**src/rtl/fmc_pkg.sv**
```systemverilog
// Shared types, register offsets and float helpers for the float math coprocessor.
// Used by the round unit, the divider, the top level and the testbench; depends on nothing else.
package fmc_pkg;

  // Access direction of one bus transaction
  localparam logic MODE_WRITE = 1'b0;
  localparam logic MODE_READ  = 1'b1;

  // Register byte offsets
  localparam logic [4:0] OFF_CTRL0   = 5'd0;
  localparam logic [4:0] OFF_CTRL1   = 5'd1;
  localparam logic [4:0] OFF_ST_MUL  = 5'd4;
  localparam logic [4:0] OFF_ST_DIV  = 5'd5;
  localparam logic [4:0] OFF_ST_ADD  = 5'd6;
  localparam logic [4:0] OFF_ST_CONV = 5'd7;
  localparam logic [2:0] GRP_OPA     = 3'd2;  // offsets 8..11
  localparam logic [2:0] GRP_OPB     = 3'd3;  // offsets 12..15
  localparam logic [2:0] GRP_FLT     = 3'd4;  // offsets 16..19
  localparam logic [2:0] GRP_FIX     = 3'd5;  // offsets 20..23

  // Output select codes of ctrl1
  localparam logic [1:0] OSEL_MUL = 2'd0;
  localparam logic [1:0] OSEL_DIV = 2'd1;
  localparam logic [1:0] OSEL_SUM = 2'd2;
  localparam logic [1:0] OSEL_ONE = 2'd3;

  // Adder input codes of ctrl0
  localparam logic [1:0] ASEL_A   = 2'd0;
  localparam logic [1:0] ASEL_B   = 2'd1;
  localparam logic [1:0] ASEL_MUL = 2'd2;
  localparam logic [1:0] ASEL_DIV = 2'd3;

  // Status bits
  localparam logic [7:0] ST_NAN  = 8'h01;
  localparam logic [7:0] ST_INF  = 8'h02;
  localparam logic [7:0] ST_DEN  = 8'h04;
  localparam logic [7:0] ST_ZERO = 8'h08;
  localparam logic [7:0] ST_DBZ  = 8'h10;

  localparam logic [31:0] CANON_NAN = 32'h7FC0_0000;
  localparam logic [31:0] ONE_BITS  = 32'h3F80_0000;
  localparam logic [31:0] FIX_MAX   = 32'h7FFF_FFFF;
  localparam logic [31:0] FIX_MIN   = 32'h8000_0000;

  // Quotient bits produced by the divider
  localparam int DIV_STEPS = 29;
  localparam int DIV_CW    = $clog2(DIV_STEPS);

  typedef enum logic [1:0] {
    CLS_ZERO,
    CLS_FIN,
    CLS_INF,
    CLS_NAN
  } fcls_t;

  // Unpacked single: value = 1.mant[22:0] * 2^exp for finite numbers
  typedef struct packed {
    logic               sign;
    fcls_t              cls;
    logic signed [10:0] exp;
    logic [23:0]        mant;
  } unp_t;

  // Request to the shared normalize/round unit; sig bit 31 weighs 2^exp_top
  typedef struct packed {
    logic               sign;
    logic signed [10:0] exp_top;
    logic [31:0]        sig;
    logic               sticky;
  } rnd_req_t;

  typedef enum logic [3:0] {
    ST_IDLE,
    ST_CVA,
    ST_CVB,
    ST_MUL,
    ST_MULR,
    ST_DIVS,
    ST_DIVW,
    ST_DIVR,
    ST_ADD,
    ST_ADDR,
    ST_OUT
  } state_t;

  // Split a single into class, sign, exponent and normalized significand
  function automatic unp_t unpack(input logic [31:0] u);
    unp_t       r;
    logic [4:0] lz;
    r.sign = u[31];
    r.cls  = CLS_FIN;
    r.exp  = '0;
    r.mant = '0;
    lz     = '0;
    if (u[30:23] == 8'hFF) begin
      r.cls = (u[22:0] != 23'd0) ? CLS_NAN : CLS_INF;
    end else if (u[30:23] == 8'h00) begin
      if (u[22:0] == 23'd0) begin
        r.cls = CLS_ZERO;
      end else begin
        for (int i = 0; i < 23; i++) begin
          if (u[i]) lz = 5'(22 - i);
        end
        r.mant = {1'b0, u[22:0]} << (lz + 5'd1);
        r.exp  = -11'sd127 - $signed({6'b0, lz});
      end
    end else begin
      r.mant = {1'b1, u[22:0]};
      r.exp  = $signed({3'b0, u[30:23]}) - 11'sd127;
    end
    return r;
  endfunction

  // Status byte of a result
  function automatic logic [7:0] status_of(input logic [31:0] u);
    logic [7:0] r;
    r = '0;
    if (u[30:23] == 8'hFF && u[22:0] != 23'd0) r = r | ST_NAN;
    if (u[30:23] == 8'hFF && u[22:0] == 23'd0) r = r | ST_INF;
    if (u[30:0] == 31'd0) r = r | ST_ZERO;
    else if (u[30:23] == 8'h00 || u[30:23] == 8'hFF) r = r | ST_DEN;
    return r;
  endfunction

  function automatic logic [7:0] byte_of(input logic [31:0] w, input logic [1:0] idx);
    logic [7:0] r;
    case (idx)
      2'd0:    r = w[7:0];
      2'd1:    r = w[15:8];
      2'd2:    r = w[23:16];
      default: r = w[31:24];
    endcase
    return r;
  endfunction

endpackage

```
**src/rtl/fmc_round.sv**
```systemverilog
// Shared normalize and round-to-nearest-even unit, packing to IEEE single.
// Handles subnormal and overflowing results; depends on fmc_pkg.
module fmc_round (
  input  fmc_pkg::rnd_req_t req,
  output logic [31:0]       res_bits
);
  import fmc_pkg::*;

  logic [4:0]         lz;
  logic [31:0]        n;
  logic signed [10:0] e;
  logic signed [10:0] be;
  logic signed [10:0] sh;
  logic [31:0]        m;
  logic [7:0]         ef;
  logic               lost;
  logic               rinc;
  logic [30:0]        body;

  always_comb begin
    // find leading one and normalize it to bit 31
    lz = '0;
    for (int i = 0; i < 32; i++) begin
      if (req.sig[i]) lz = 5'(31 - i);
    end
    n  = req.sig << lz;
    e  = req.exp_top - $signed({6'b0, lz});
    be = e + 11'sd127;
    sh = 11'sd1 - be;
    // denormalize when below the normal range
    if (be >= 11'sd1) begin
      m    = n;
      ef   = be[7:0];
      lost = 1'b0;
    end else if (sh >= 11'sd32) begin
      m    = '0;
      ef   = '0;
      lost = |n;
    end else begin
      m    = n >> sh[4:0];
      ef   = '0;
      lost = |(n & ~(32'hFFFF_FFFF << sh[4:0]));
    end
    // round half to even; carry may step exponent or reach infinity
    rinc = m[7] & (m[8] | (|m[6:0]) | req.sticky | lost);
    body = {ef, m[30:8]} + 31'(rinc);
    if (be >= 11'sd255) res_bits = {req.sign, 8'hFF, 23'd0};
    else                res_bits = {req.sign, body};
  end

endmodule

```
**src/rtl/fmc_divider.sv**
```systemverilog
// Restoring significand divider, one quotient bit per cycle.
// Depends on fmc_pkg for the step count.
module fmc_divider (
  input  logic        clk,
  input  logic        rst_n,
  input  logic        start,
  input  logic [23:0] dividend,
  input  logic [23:0] divisor,
  output logic        done,
  output logic [28:0] quo,
  output logic        rem_nz
);
  import fmc_pkg::*;

  logic              run_r;
  logic              done_r;
  logic [DIV_CW-1:0] cnt_r;
  logic [24:0]       rem_r;
  logic [23:0]       dvs_r;
  logic [28:0]       q_r;
  logic [25:0]       diff;
  logic              ge;
  logic [24:0]       rem_sel;

  // trial subtract
  always_comb begin
    diff    = {1'b0, rem_r} - {2'b0, dvs_r};
    ge      = ~diff[25];
    rem_sel = ge ? diff[24:0] : rem_r;
  end

  // advance the control
  always_ff @(posedge clk) begin
    if (!rst_n) begin
      run_r  <= 1'b0;
      done_r <= 1'b0;
      cnt_r  <= '0;
    end else begin
      done_r <= 1'b0;
      if (start) begin
        run_r <= 1'b1;
        cnt_r <= '0;
      end else if (run_r) begin
        cnt_r <= cnt_r + 1'b1;
        if (cnt_r == DIV_CW'(DIV_STEPS - 1)) begin
          run_r  <= 1'b0;
          done_r <= 1'b1;
        end
      end
    end
  end

  // shift remainder and quotient
  always_ff @(posedge clk) begin
    if (start) begin
      rem_r <= {1'b0, dividend};
      dvs_r <= divisor;
    end else if (run_r) begin
      rem_r <= {rem_sel[23:0], 1'b0};
      q_r   <= {q_r[27:0], ge};
    end
  end

  assign done   = done_r;
  assign quo    = q_r;
  assign rem_nz = (rem_r != 25'd0);

endmodule

```
**src/rtl/float_math_coprocessor.sv**
```systemverilog
// Top level of the float math coprocessor: register file, sequencer and datapath.
// Depends on fmc_pkg, fmc_round and fmc_divider.
//
// Usage: one byte-wide transaction per start pulse, taken when start is high and
// busy is low. in_mode selects write or read, in_offset the register byte,
// in_write_data the byte written. Every transaction returns exactly one byte on
// out_read_data, marked by a one-cycle out_valid strobe (zero for writes,
// operand reads and unmapped offsets).
// Writes and reads of ctrl0, ctrl1 and unmapped offsets answer in the cycle after
// acceptance and leave busy low, so one such transaction fits in every cycle.
// Reads of status and output bytes run the sequencer: operand conversion, product,
// quotient and sum all pass through one shared normalize/round unit, and the
// quotient comes from a restoring divider that yields one bit a cycle; the
// divider is skipped when the quotient is a special case. busy is high until
// the strobe.
// The receiver cannot stall the strobe; it must take the byte when shown.
// Synchronous reset clears ctrl0, ctrl1, the operands and the strobe to zero and returns to idle.
module float_math_coprocessor (
  input  logic       clk,
  input  logic       rst_n,
  input  logic       start,
  output logic       busy,
  input  logic       in_mode,
  input  logic [4:0] in_offset,
  input  logic [7:0] in_write_data,
  output logic       out_valid,
  output logic [7:0] out_read_data
);
  import fmc_pkg::*;

  state_t      state_r, state_nxt;
  logic [7:0]  ctrl0_r, ctrl1_r;
  logic [31:0] opa_r, opb_r;
  logic [4:0]  off_r;
  logic [31:0] a_val_r, b_val_r, mul_r, quo_r, sum_r;
  logic [47:0] prod_r;
  logic [27:0] addr_r;
  logic signed [10:0] rexp_r;
  logic        rsign_r;
  logic        spec_r;
  logic [31:0] spec_bits_r;
  logic        out_valid_r;
  logic [7:0]  out_data_r;

  logic        accept;
  logic        calc_off;
  unp_t        a_u, b_u;
  rnd_req_t    rreq;
  logic [31:0] rnd_bits;
  logic [31:0] fx_raw, fx_mag;
  logic        div_start, div_done, div_rem_nz;
  logic [28:0] div_q;

  assign accept   = start & ~busy;
  assign calc_off = (in_offset[4:2] == 3'b001) || (in_offset[4:3] == 2'b10);
  assign a_u      = unpack(a_val_r);
  assign b_u      = unpack(b_val_r);

  // ---------------- sequencer ----------------
  always_comb begin
    state_nxt = state_r;
    unique case (state_r)
      ST_IDLE: if (accept && in_mode == MODE_READ && calc_off) state_nxt = ST_CVA;
      ST_CVA:  state_nxt = ST_CVB;
      ST_CVB:  state_nxt = ST_MUL;
      ST_MUL:  state_nxt = ST_MULR;
      ST_MULR: state_nxt = ST_DIVS;
      ST_DIVS: state_nxt = div_start ? ST_DIVW : ST_DIVR;
      ST_DIVW: if (div_done) state_nxt = ST_DIVR;
      ST_DIVR: state_nxt = ST_ADD;
      ST_ADD:  state_nxt = ST_ADDR;
      ST_ADDR: state_nxt = ST_OUT;
      ST_OUT:  state_nxt = ST_IDLE;
      default: state_nxt = ST_IDLE;
    endcase
  end

  // ---------------- fixed operand conversion ----------------
  always_comb begin
    fx_raw = (state_r == ST_CVA) ? opa_r : opb_r;
    fx_mag = fx_raw[31] ? (~fx_raw + 32'd1) : fx_raw;
  end

  // ---------------- multiply special cases ----------------
  logic        mul_nan, mul_inf, mul_zero, mr_sign;
  logic [47:0] prod_nxt;
  always_comb begin
    mr_sign  = a_u.sign ^ b_u.sign;
    mul_nan  = (a_u.cls == CLS_NAN) || (b_u.cls == CLS_NAN) ||
               (a_u.cls == CLS_INF && b_u.cls == CLS_ZERO) ||
               (a_u.cls == CLS_ZERO && b_u.cls == CLS_INF);
    mul_inf  = (a_u.cls == CLS_INF) || (b_u.cls == CLS_INF);
    mul_zero = (a_u.cls == CLS_ZERO) || (b_u.cls == CLS_ZERO);
    prod_nxt = a_u.mant * b_u.mant;
  end

  // ---------------- divide special cases ----------------
  logic        div_spec;
  logic [31:0] div_bits;
  always_comb begin
    div_spec = 1'b1;
    div_bits = CANON_NAN;
    if (b_u.cls == CLS_ZERO) begin
      if (a_u.cls == CLS_NAN || a_u.cls == CLS_ZERO) div_bits = CANON_NAN;
      else div_bits = {mr_sign, 8'hFF, 23'd0};
    end else if (a_u.cls == CLS_NAN || b_u.cls == CLS_NAN) begin
      div_bits = CANON_NAN;
    end else if (a_u.cls == CLS_INF && b_u.cls == CLS_INF) begin
      div_bits = CANON_NAN;
    end else if (a_u.cls == CLS_INF) begin
      div_bits = {mr_sign, 8'hFF, 23'd0};
    end else if (b_u.cls == CLS_INF || a_u.cls == CLS_ZERO) begin
      div_bits = {mr_sign, 31'd0};
    end else begin
      div_spec = 1'b0;
    end
  end

  // ---------------- adder alignment ----------------
  function automatic logic [31:0] pick(input logic [1:0] code, input logic [31:0] a,
                                       input logic [31:0] b, input logic [31:0] p,
                                       input logic [31:0] q);
    logic [31:0] r;
    case (code)
      ASEL_A:   r = a;
      ASEL_B:   r = b;
      ASEL_MUL: r = p;
      default:  r = q;
    endcase
    return r;
  endfunction

  logic [31:0]        xb, yb0, yb;
  unp_t               x_u, y_u, big, sml;
  logic signed [10:0] d;
  logic [27:0]        big28, sm28, sh28, r28;
  logic               st_bit, eff_sub, add_spec;
  logic [31:0]        add_bits;
  always_comb begin
    xb  = pick(ctrl0_r[5:4], a_val_r, b_val_r, mul_r, quo_r);
    yb0 = pick(ctrl0_r[7:6], a_val_r, b_val_r, mul_r, quo_r);
    yb  = {yb0[31] ^ ~ctrl0_r[3], yb0[30:0]};
    x_u = unpack(xb);
    y_u = unpack(yb);
    if ((y_u.exp > x_u.exp) || (y_u.exp == x_u.exp && y_u.mant > x_u.mant)) begin
      big = y_u;
      sml = x_u;
    end else begin
      big = x_u;
      sml = y_u;
    end
    d     = big.exp - sml.exp;
    big28 = {1'b0, big.mant, 3'b0};
    sm28  = {1'b0, sml.mant, 3'b0};
    if (d >= 11'sd28) begin
      sh28   = '0;
      st_bit = 1'b1;
    end else begin
      sh28   = sm28 >> d[4:0];
      st_bit = |(sm28 & ~(28'hFFF_FFFF << d[4:0]));
    end
    eff_sub = x_u.sign ^ y_u.sign;
    r28     = eff_sub ? (big28 - (sh28 | 28'(st_bit))) : (big28 + (sh28 | 28'(st_bit)));
    // exceptional operands and exact cancellation
    add_spec = 1'b1;
    add_bits = CANON_NAN;
    if (x_u.cls == CLS_NAN || y_u.cls == CLS_NAN) begin
      add_bits = CANON_NAN;
    end else if (x_u.cls == CLS_INF && y_u.cls == CLS_INF) begin
      add_bits = eff_sub ? CANON_NAN : xb;
    end else if (x_u.cls == CLS_INF) begin
      add_bits = xb;
    end else if (y_u.cls == CLS_INF) begin
      add_bits = yb;
    end else if (x_u.cls == CLS_ZERO && y_u.cls == CLS_ZERO) begin
      add_bits = {x_u.sign & y_u.sign, 31'd0};
    end else if (x_u.cls == CLS_ZERO) begin
      add_bits = yb;
    end else if (y_u.cls == CLS_ZERO) begin
      add_bits = xb;
    end else if (r28 == 28'd0) begin
      add_bits = 32'd0;
    end else begin
      add_spec = 1'b0;
    end
  end

  // ---------------- round unit request ----------------
  always_comb begin
    div_start = (state_r == ST_DIVS) && !div_spec;
    rreq      = '0;
    unique case (state_r)
      ST_CVA, ST_CVB: begin
        rreq.sign    = fx_raw[31];
        rreq.exp_top = 11'sd19;
        rreq.sig     = fx_mag;
      end
      ST_MULR: begin
        rreq.sign    = rsign_r;
        rreq.exp_top = rexp_r;
        rreq.sig     = prod_r[47:16];
        rreq.sticky  = |prod_r[15:0];
      end
      ST_DIVR: begin
        rreq.sign    = rsign_r;
        rreq.exp_top = rexp_r;
        rreq.sig     = {div_q, 3'b0};
        rreq.sticky  = div_rem_nz;
      end
      ST_ADDR: begin
        rreq.sign    = rsign_r;
        rreq.exp_top = rexp_r;
        rreq.sig     = {addr_r, 4'b0};
      end
      default: rreq = '0;
    endcase
  end

  fmc_round u_round (
    .req      (rreq),
    .res_bits (rnd_bits)
  );

  fmc_divider u_div (
    .clk      (clk),
    .rst_n    (rst_n),
    .start    (div_start),
    .dividend (a_u.mant),
    .divisor  (b_u.mant),
    .done     (div_done),
    .quo      (div_q),
    .rem_nz   (div_rem_nz)
  );

  // ---------------- output conversion ----------------
  logic [31:0]        res_bits, fix_bits, fix_mag;
  unp_t               r_u;
  logic signed [10:0] fexp;
  logic [7:0]         conv_st, calc_byte;
  always_comb begin
    case (ctrl1_r[1:0])
      OSEL_MUL: res_bits = mul_r;
      OSEL_DIV: res_bits = quo_r;
      OSEL_SUM: res_bits = sum_r;
      default:  res_bits = ONE_BITS;
    endcase
    r_u     = unpack(res_bits);
    fexp    = r_u.exp + 11'sd12;
    fix_mag = '0;
    if (fexp >= 11'sd23) fix_mag = {8'b0, r_u.mant} << 5'(fexp - 11'sd23);
    else if (fexp >= 11'sd0) fix_mag = {8'b0, r_u.mant} >> 5'(11'sd23 - fexp);
    // fixed value, truncated, saturating outside int32
    if (r_u.cls == CLS_NAN || r_u.cls == CLS_ZERO) fix_bits = '0;
    else if (r_u.cls == CLS_INF || fexp >= 11'sd31) fix_bits = r_u.sign ? FIX_MIN : FIX_MAX;
    else fix_bits = r_u.sign ? (~fix_mag + 32'd1) : fix_mag;
    // conversion flags
    conv_st = '0;
    if (r_u.cls == CLS_ZERO) conv_st = ST_ZERO;
    else if (r_u.cls == CLS_INF) conv_st = ST_INF;
    else if (r_u.cls == CLS_FIN) begin
      if (!r_u.sign && (r_u.exp >= 11'sd19 ||
                        (r_u.exp == 11'sd18 && r_u.mant > 24'd16777184)))
        conv_st = ST_INF;
      else if (r_u.sign && (r_u.exp > 11'sd19 ||
                            (r_u.exp == 11'sd19 && r_u.mant != 24'h80_0000)))
        conv_st = ST_INF;
      else if (r_u.exp < -11'sd12)
        conv_st = ST_DEN;
    end
    // byte select
    calc_byte = '0;
    if (off_r == OFF_ST_MUL) calc_byte = status_of(mul_r);
    else if (off_r == OFF_ST_DIV)
      calc_byte = status_of(quo_r) | ((b_u.cls == CLS_ZERO) ? ST_DBZ : 8'h00);
    else if (off_r == OFF_ST_ADD) calc_byte = status_of(sum_r);
    else if (off_r == OFF_ST_CONV) calc_byte = conv_st;
    else if (off_r[4:2] == GRP_FLT) calc_byte = byte_of(res_bits, off_r[1:0]);
    else if (off_r[4:2] == GRP_FIX) calc_byte = byte_of(fix_bits, off_r[1:0]);
  end

  // ---------------- control registers ----------------
  always_ff @(posedge clk) begin
    if (!rst_n) begin
      state_r     <= ST_IDLE;
      out_valid_r <= 1'b0;
      ctrl0_r     <= '0;
      ctrl1_r     <= '0;
      opa_r       <= '0;
      opb_r       <= '0;
    end else begin
      state_r     <= state_nxt;
      out_valid_r <= (accept && !(in_mode == MODE_READ && calc_off)) ||
                     (state_r == ST_OUT);
      // store written bytes
      if (accept && in_mode == MODE_WRITE) begin
        if (in_offset == OFF_CTRL0) ctrl0_r <= in_write_data;
        if (in_offset == OFF_CTRL1) ctrl1_r <= in_write_data;
        if (in_offset[4:2] == GRP_OPA) begin
          case (in_offset[1:0])
            2'd0:    opa_r[7:0]   <= in_write_data;
            2'd1:    opa_r[15:8]  <= in_write_data;
            2'd2:    opa_r[23:16] <= in_write_data;
            default: opa_r[31:24] <= in_write_data;
          endcase
        end
        if (in_offset[4:2] == GRP_OPB) begin
          case (in_offset[1:0])
            2'd0:    opb_r[7:0]   <= in_write_data;
            2'd1:    opb_r[15:8]  <= in_write_data;
            2'd2:    opb_r[23:16] <= in_write_data;
            default: opb_r[31:24] <= in_write_data;
          endcase
        end
      end
    end
  end

  // ---------------- datapath registers ----------------
  always_ff @(posedge clk) begin
    if (accept) begin
      off_r <= in_offset;
      if (in_mode == MODE_READ && in_offset == OFF_CTRL0) out_data_r <= ctrl0_r;
      else if (in_mode == MODE_READ && in_offset == OFF_CTRL1) out_data_r <= ctrl1_r;
      else out_data_r <= 8'h00;
    end
    case (state_r)
      ST_CVA: begin
        if (!ctrl0_r[0]) a_val_r <= opa_r;
        else if (opa_r == 32'd0) a_val_r <= 32'd0;
        else a_val_r <= rnd_bits;
      end
      ST_CVB: begin
        if (!ctrl0_r[1]) b_val_r <= opb_r;
        else if (opb_r == 32'd0) b_val_r <= 32'd0;
        else b_val_r <= rnd_bits;
      end
      ST_MUL: begin
        spec_r      <= mul_nan | mul_inf | mul_zero;
        spec_bits_r <= mul_nan ? CANON_NAN :
                       mul_inf ? {mr_sign, 8'hFF, 23'd0} : {mr_sign, 31'd0};
        prod_r      <= prod_nxt;
        rexp_r      <= a_u.exp + b_u.exp + 11'sd1;
        rsign_r     <= mr_sign;
      end
      ST_MULR: mul_r <= spec_r ? spec_bits_r : rnd_bits;
      ST_DIVS: begin
        spec_r      <= div_spec;
        spec_bits_r <= div_bits;
        rexp_r      <= a_u.exp - b_u.exp;
        rsign_r     <= mr_sign;
      end
      ST_DIVR: quo_r <= spec_r ? spec_bits_r : rnd_bits;
      ST_ADD: begin
        spec_r      <= add_spec;
        spec_bits_r <= add_bits;
        addr_r      <= r28;
        rexp_r      <= big.exp + 11'sd1;
        rsign_r     <= big.sign;
      end
      ST_ADDR: sum_r <= spec_r ? spec_bits_r : rnd_bits;
      ST_OUT:  out_data_r <= calc_byte;
      default: ;
    endcase
  end

  assign busy          = (state_r != ST_IDLE);
  assign out_valid     = out_valid_r;
  assign out_read_data = out_data_r;

endmodule

```
**config.mk**
```make
export PLATFORM = sky130hd
export DESIGN_NAME = float_math_coprocessor
export DESIGN_NICKNAME = d
export VERILOG_FILES = /design/src/rtl/fmc_pkg.sv /design/src/rtl/fmc_round.sv /design/src/rtl/fmc_divider.sv /design/src/rtl/float_math_coprocessor.sv
export SDC_FILE = /design/constraint.sdc
export NUM_CORES = 2
export LEC_CHECK = 0
export BUFFER_PORTS_ARGS = -buffer_cell sky130_fd_sc_hd__buf_4
export CORE_MARGIN = 4
export CORE_UTILIZATION = 50
export CTS_CLUSTER_SIZE = 25
export DETAILED_ROUTE_END_ITERATION = 8
export MAX_ROUTING_LAYER = met4
export PLACE_DENSITY = 0.65
export SYNTH_ARGS = -nofsm -noshare
export SYNTH_HDL_FRONTEND = slang
export SYNTH_SLANG_ARGS = --single-unit
```
**constraint.sdc**
```tcl
create_clock -name clk -period 16.35 [get_ports clk]
set_clock_uncertainty 0.1 [all_clocks]
set_input_delay 0.8175 -clock clk [delete_from_list [all_inputs] [get_ports clk]]
set_output_delay 0.8175 -clock clk [all_outputs]
set_load 0.02 [all_outputs]
```
==> flow_summary.toml <==
[drt]
vias = 75900
first_pass_iters = 7
route.detailed.drc = 0
totalWireLength_mm = 330
ant_nets = 0
via_per_inst = 7.02
drt-initial-drc-count = 10500
wl_per_cell_um = 30.5

[placed_design]
io_buffer_count = 26
gp_congestion = 1.09
place_ws_ns = 0.757
placed_cell_area_mm2 = 0.0758
dp_hpwl_mm = 256

[worst_hold_path]
worstHoldStart = "in_offset[4]"
whs_path_depth = 1
hold_class = "in -> reg"

[logic_synthesis]
seq_area_frac_synth = 0.178
async_flop_share = 0
yosys_warnings = 0
synth.area.top_cells = "edfxtp_1 15%, fa_1 13%, ha_1 6.2%"
synth_cell_type_count = 119
synth.net_count = 9896
synth_top_cells_by_count = "1115 x nand2_1, 779 x inv_1, 679 x nor2_1"
yosysMostFrequentCell = "nand2_1"
ys_ff_latch = 464
synth-main-ff-cell = "edfxtp_1"
avgSynthCellArea_um2 = 8.10
syn_area_mm2 = 0.0731
synth_edf_count = 371
synth_top_cell_by_area = "edfxtp_1"
netlist_instances = 9027
synth_top_area_frac = 0.152

[clocking]
cts_max_level = 2
root_buffer = "clkbuf_16"
cts.sinks = 464
clk_pin_slew_ns = 0.07
cts.path.max_buffers = 3
cts_tree = "done"
cts-buffers-inserted = 53
clock_latency_ns = 0.70

[timing]
hold_viol_final = 0
finalCritPeriodShare = 0.931
grt_setup_unrepaired = "no"
worst_pin_slew_ns = 1.42
slew_headroom = 0.0557
tns_ns = 0
period_minus_slack_ns = 15.22
setup_viol = 0
max_freq_mhz = 65.7
slew_viol_final = 0
worst_slack_ns = 1.13

[pwr]
total_power_w = 0.0201
peakVddDrop_v = 0.000498
p_per_area_mw_per_mm2 = 257
p_leak_nw = 31.5

[worst_setup_path]
cp.arrival_ns = 15.51
cp_slowest_cell = "dfxtp_1"
criticalPathCategory = "reg -> reg"
end_kind = "flip-flop"
worst_r2r_path_depth = 66
max_stage_delay_ns = 0.69
crit_fanout = 19
crit_start = "ctrl0_r[4]"
cp_common_cell = "o21ai_0"
cp.required_ns = 16.64
cp-start-kind = "flip-flop"
r2r_start = "ctrl0_r[4]"

[floorplanning]
rows = 140
start_util = 0.503
core_mm2 = 0.145
dieArea_mm2 = 0.152
io_pins = 27
die_w_um = 390
die_h_um = 390

[finish]
nets = 9701
drive_gt1_frac = 0.0900
n_fill_cell = 13800
final_area_mm2 = 0.0779
utilization = 0.536
area_growth_pct = 6.61

[global_routing]
grt_use_total = 0.431
grt_max_degree = 63
grt_first_pass_wirelength_mm = 483
grt_antenna_before_repair = 14
grt_pass1_vias = 72000
grt-ovfl-total = 0

[flow_run]
max_cap_violations = 0

[outcome]
status = "finished, final reports clean"
## metal layers
| metal | wire [µm] | global-route usage | vias to the layer above | share of wire |
|---|---|---|---|---|
| li1 | - | - | 32500 | - |
| met1 | 125000 | 0.542 | 37000 | 0.38 |
| met2 | 140000 | 0.628 | 5252 | 0.43 |
| met3 | 37400 | 0.0971 | 1111 | 0.11 |
| met4 | 26900 | 0.277 | 0 | 0.082 |
| met5 | 0 | - | - | 0 |
## path summary, 6_finish.rpt
kind	endpoint	slack [ns]
worst max-delay path	spec_bits_r[29]	1.13
worst min-delay path	off_r[4]	0.24
worst max register to register	spec_bits_r[29]	1.13
worst min register to register	u_div.quo[17]	0.35
## final cells by class
class | count | area, µm² | area share
tap | 1917 | 2400 | 0.0308
timing repair buffer | 320 | 2420 | 0.0310
antenna | 15 | 37.5 | 0.000482
multi-input combinational | 7196 | 55200 | 0.708
clock buffer | 66 | 1430 | 0.0183
clock inverter | 34 | 433 | 0.00556
sequential | 464 | 13000 | 0.167
inverter | 797 | 3000 | 0.0385
## critical path, delay by kind of cell (launching register included)
kind	cells	cell delay (ns)
adder cells (fa/ha/maj)	6	2.04
XOR/XNOR	1	0.08
multiplexers	2	1.04
flip-flops	1	0.69
AO/OA/AOI/OAI	38	7.07
AND/OR/NAND/NOR	11	2.39
buffers and inverters	8	1.47
## placed cells by master, fill, tap and decap left out, drive strengths merged, types with 61 or more instances in the layout
cell | synthesis | final
xnor2 | 126 | 126
nand2b | 70 | 70
nor2b | 140 | 140
a22oi | 76 | 76
o22ai | 69 | 69
ha | 364 | 364
nand2 | 1115 | 1115
a211oi | 115 | 115
o21ai | 432 | 432
clkbuf | 454 | 66
and2 | 147 | 147
edfxtp | 371 | 371
a21oi | 455 | 455
fa | 488 | 488
mux2i | 340 | 340
nand4 | 87 | 87
o31ai | 61 | 61
a211o | 63 | 63
a21o | 82 | 82
mux4 | 124 | 124
inv | 788 | 793
and3 | 83 | 83
a31oi | 129 | 129
nor4 | 135 | 135
o211ai | 153 | 153
nand3 | 286 | 286
buf | 116 | 320
dfxtp | 93 | 93
nor3 | 311 | 311
nor2 | 682 | 682
## cells by family (layout without fill, tap and decap cells)
logic type / after synthesis / count (layout) / share of synthesized area
other: 0 / 15 / 0
adder cells (fa/ha/maj): 852 / 852 / 0.196
multiplexers: 506 / 506 / 0.0917
AND/OR/NAND/NOR: 3290 / 3290 / 0.215
buffers and inverters: 1367 / 1217 / 0.0724
AO/OA/AOI/OAI: 2365 / 2365 / 0.225
flip-flops: 464 / 464 / 0.178
XOR/XNOR: 183 / 183 / 0.0219
## state kept, by name (all words and copies together), names as in the netlist, 25 cells and up
register,count
prod_r,48
a_val_r,32
b_val_r,32
mul_r,32
opa_r,32
opb_r,32
quo_r,32
spec_bits_r,32
sum_r,32
u_div.quo,29
addr_r,28
u_div.rem_r,25
## what timing repair did
| item | in CTS | in global routing |
|---|---|---|
| hold buffers | 0 | 0 |
| setup buffers | 0 | 12 |
| endpoints found under the setup margin | 0 | 10 |
| gates resized for setup | 0 | 22 |
## per-stage QoR
step / hold slack (ns) / instances
after floorplan: 0.326 / 9027
after global placement: 0.330 / 10700
after detailed placement: 0.335 / 10700
after CTS: 0.222 / 10800
after global routing: 0.242 / 10800
final: 0.241 / 10800
## report_power, final
part	switching [W]	total [W]	internal [W]
clock network	0.000578	0.00131	0.000728
logic	0.0106	0.0168	0.00614
registers	0.0000802	0.00200	0.00191
Power figures use the tool's default switching activity.
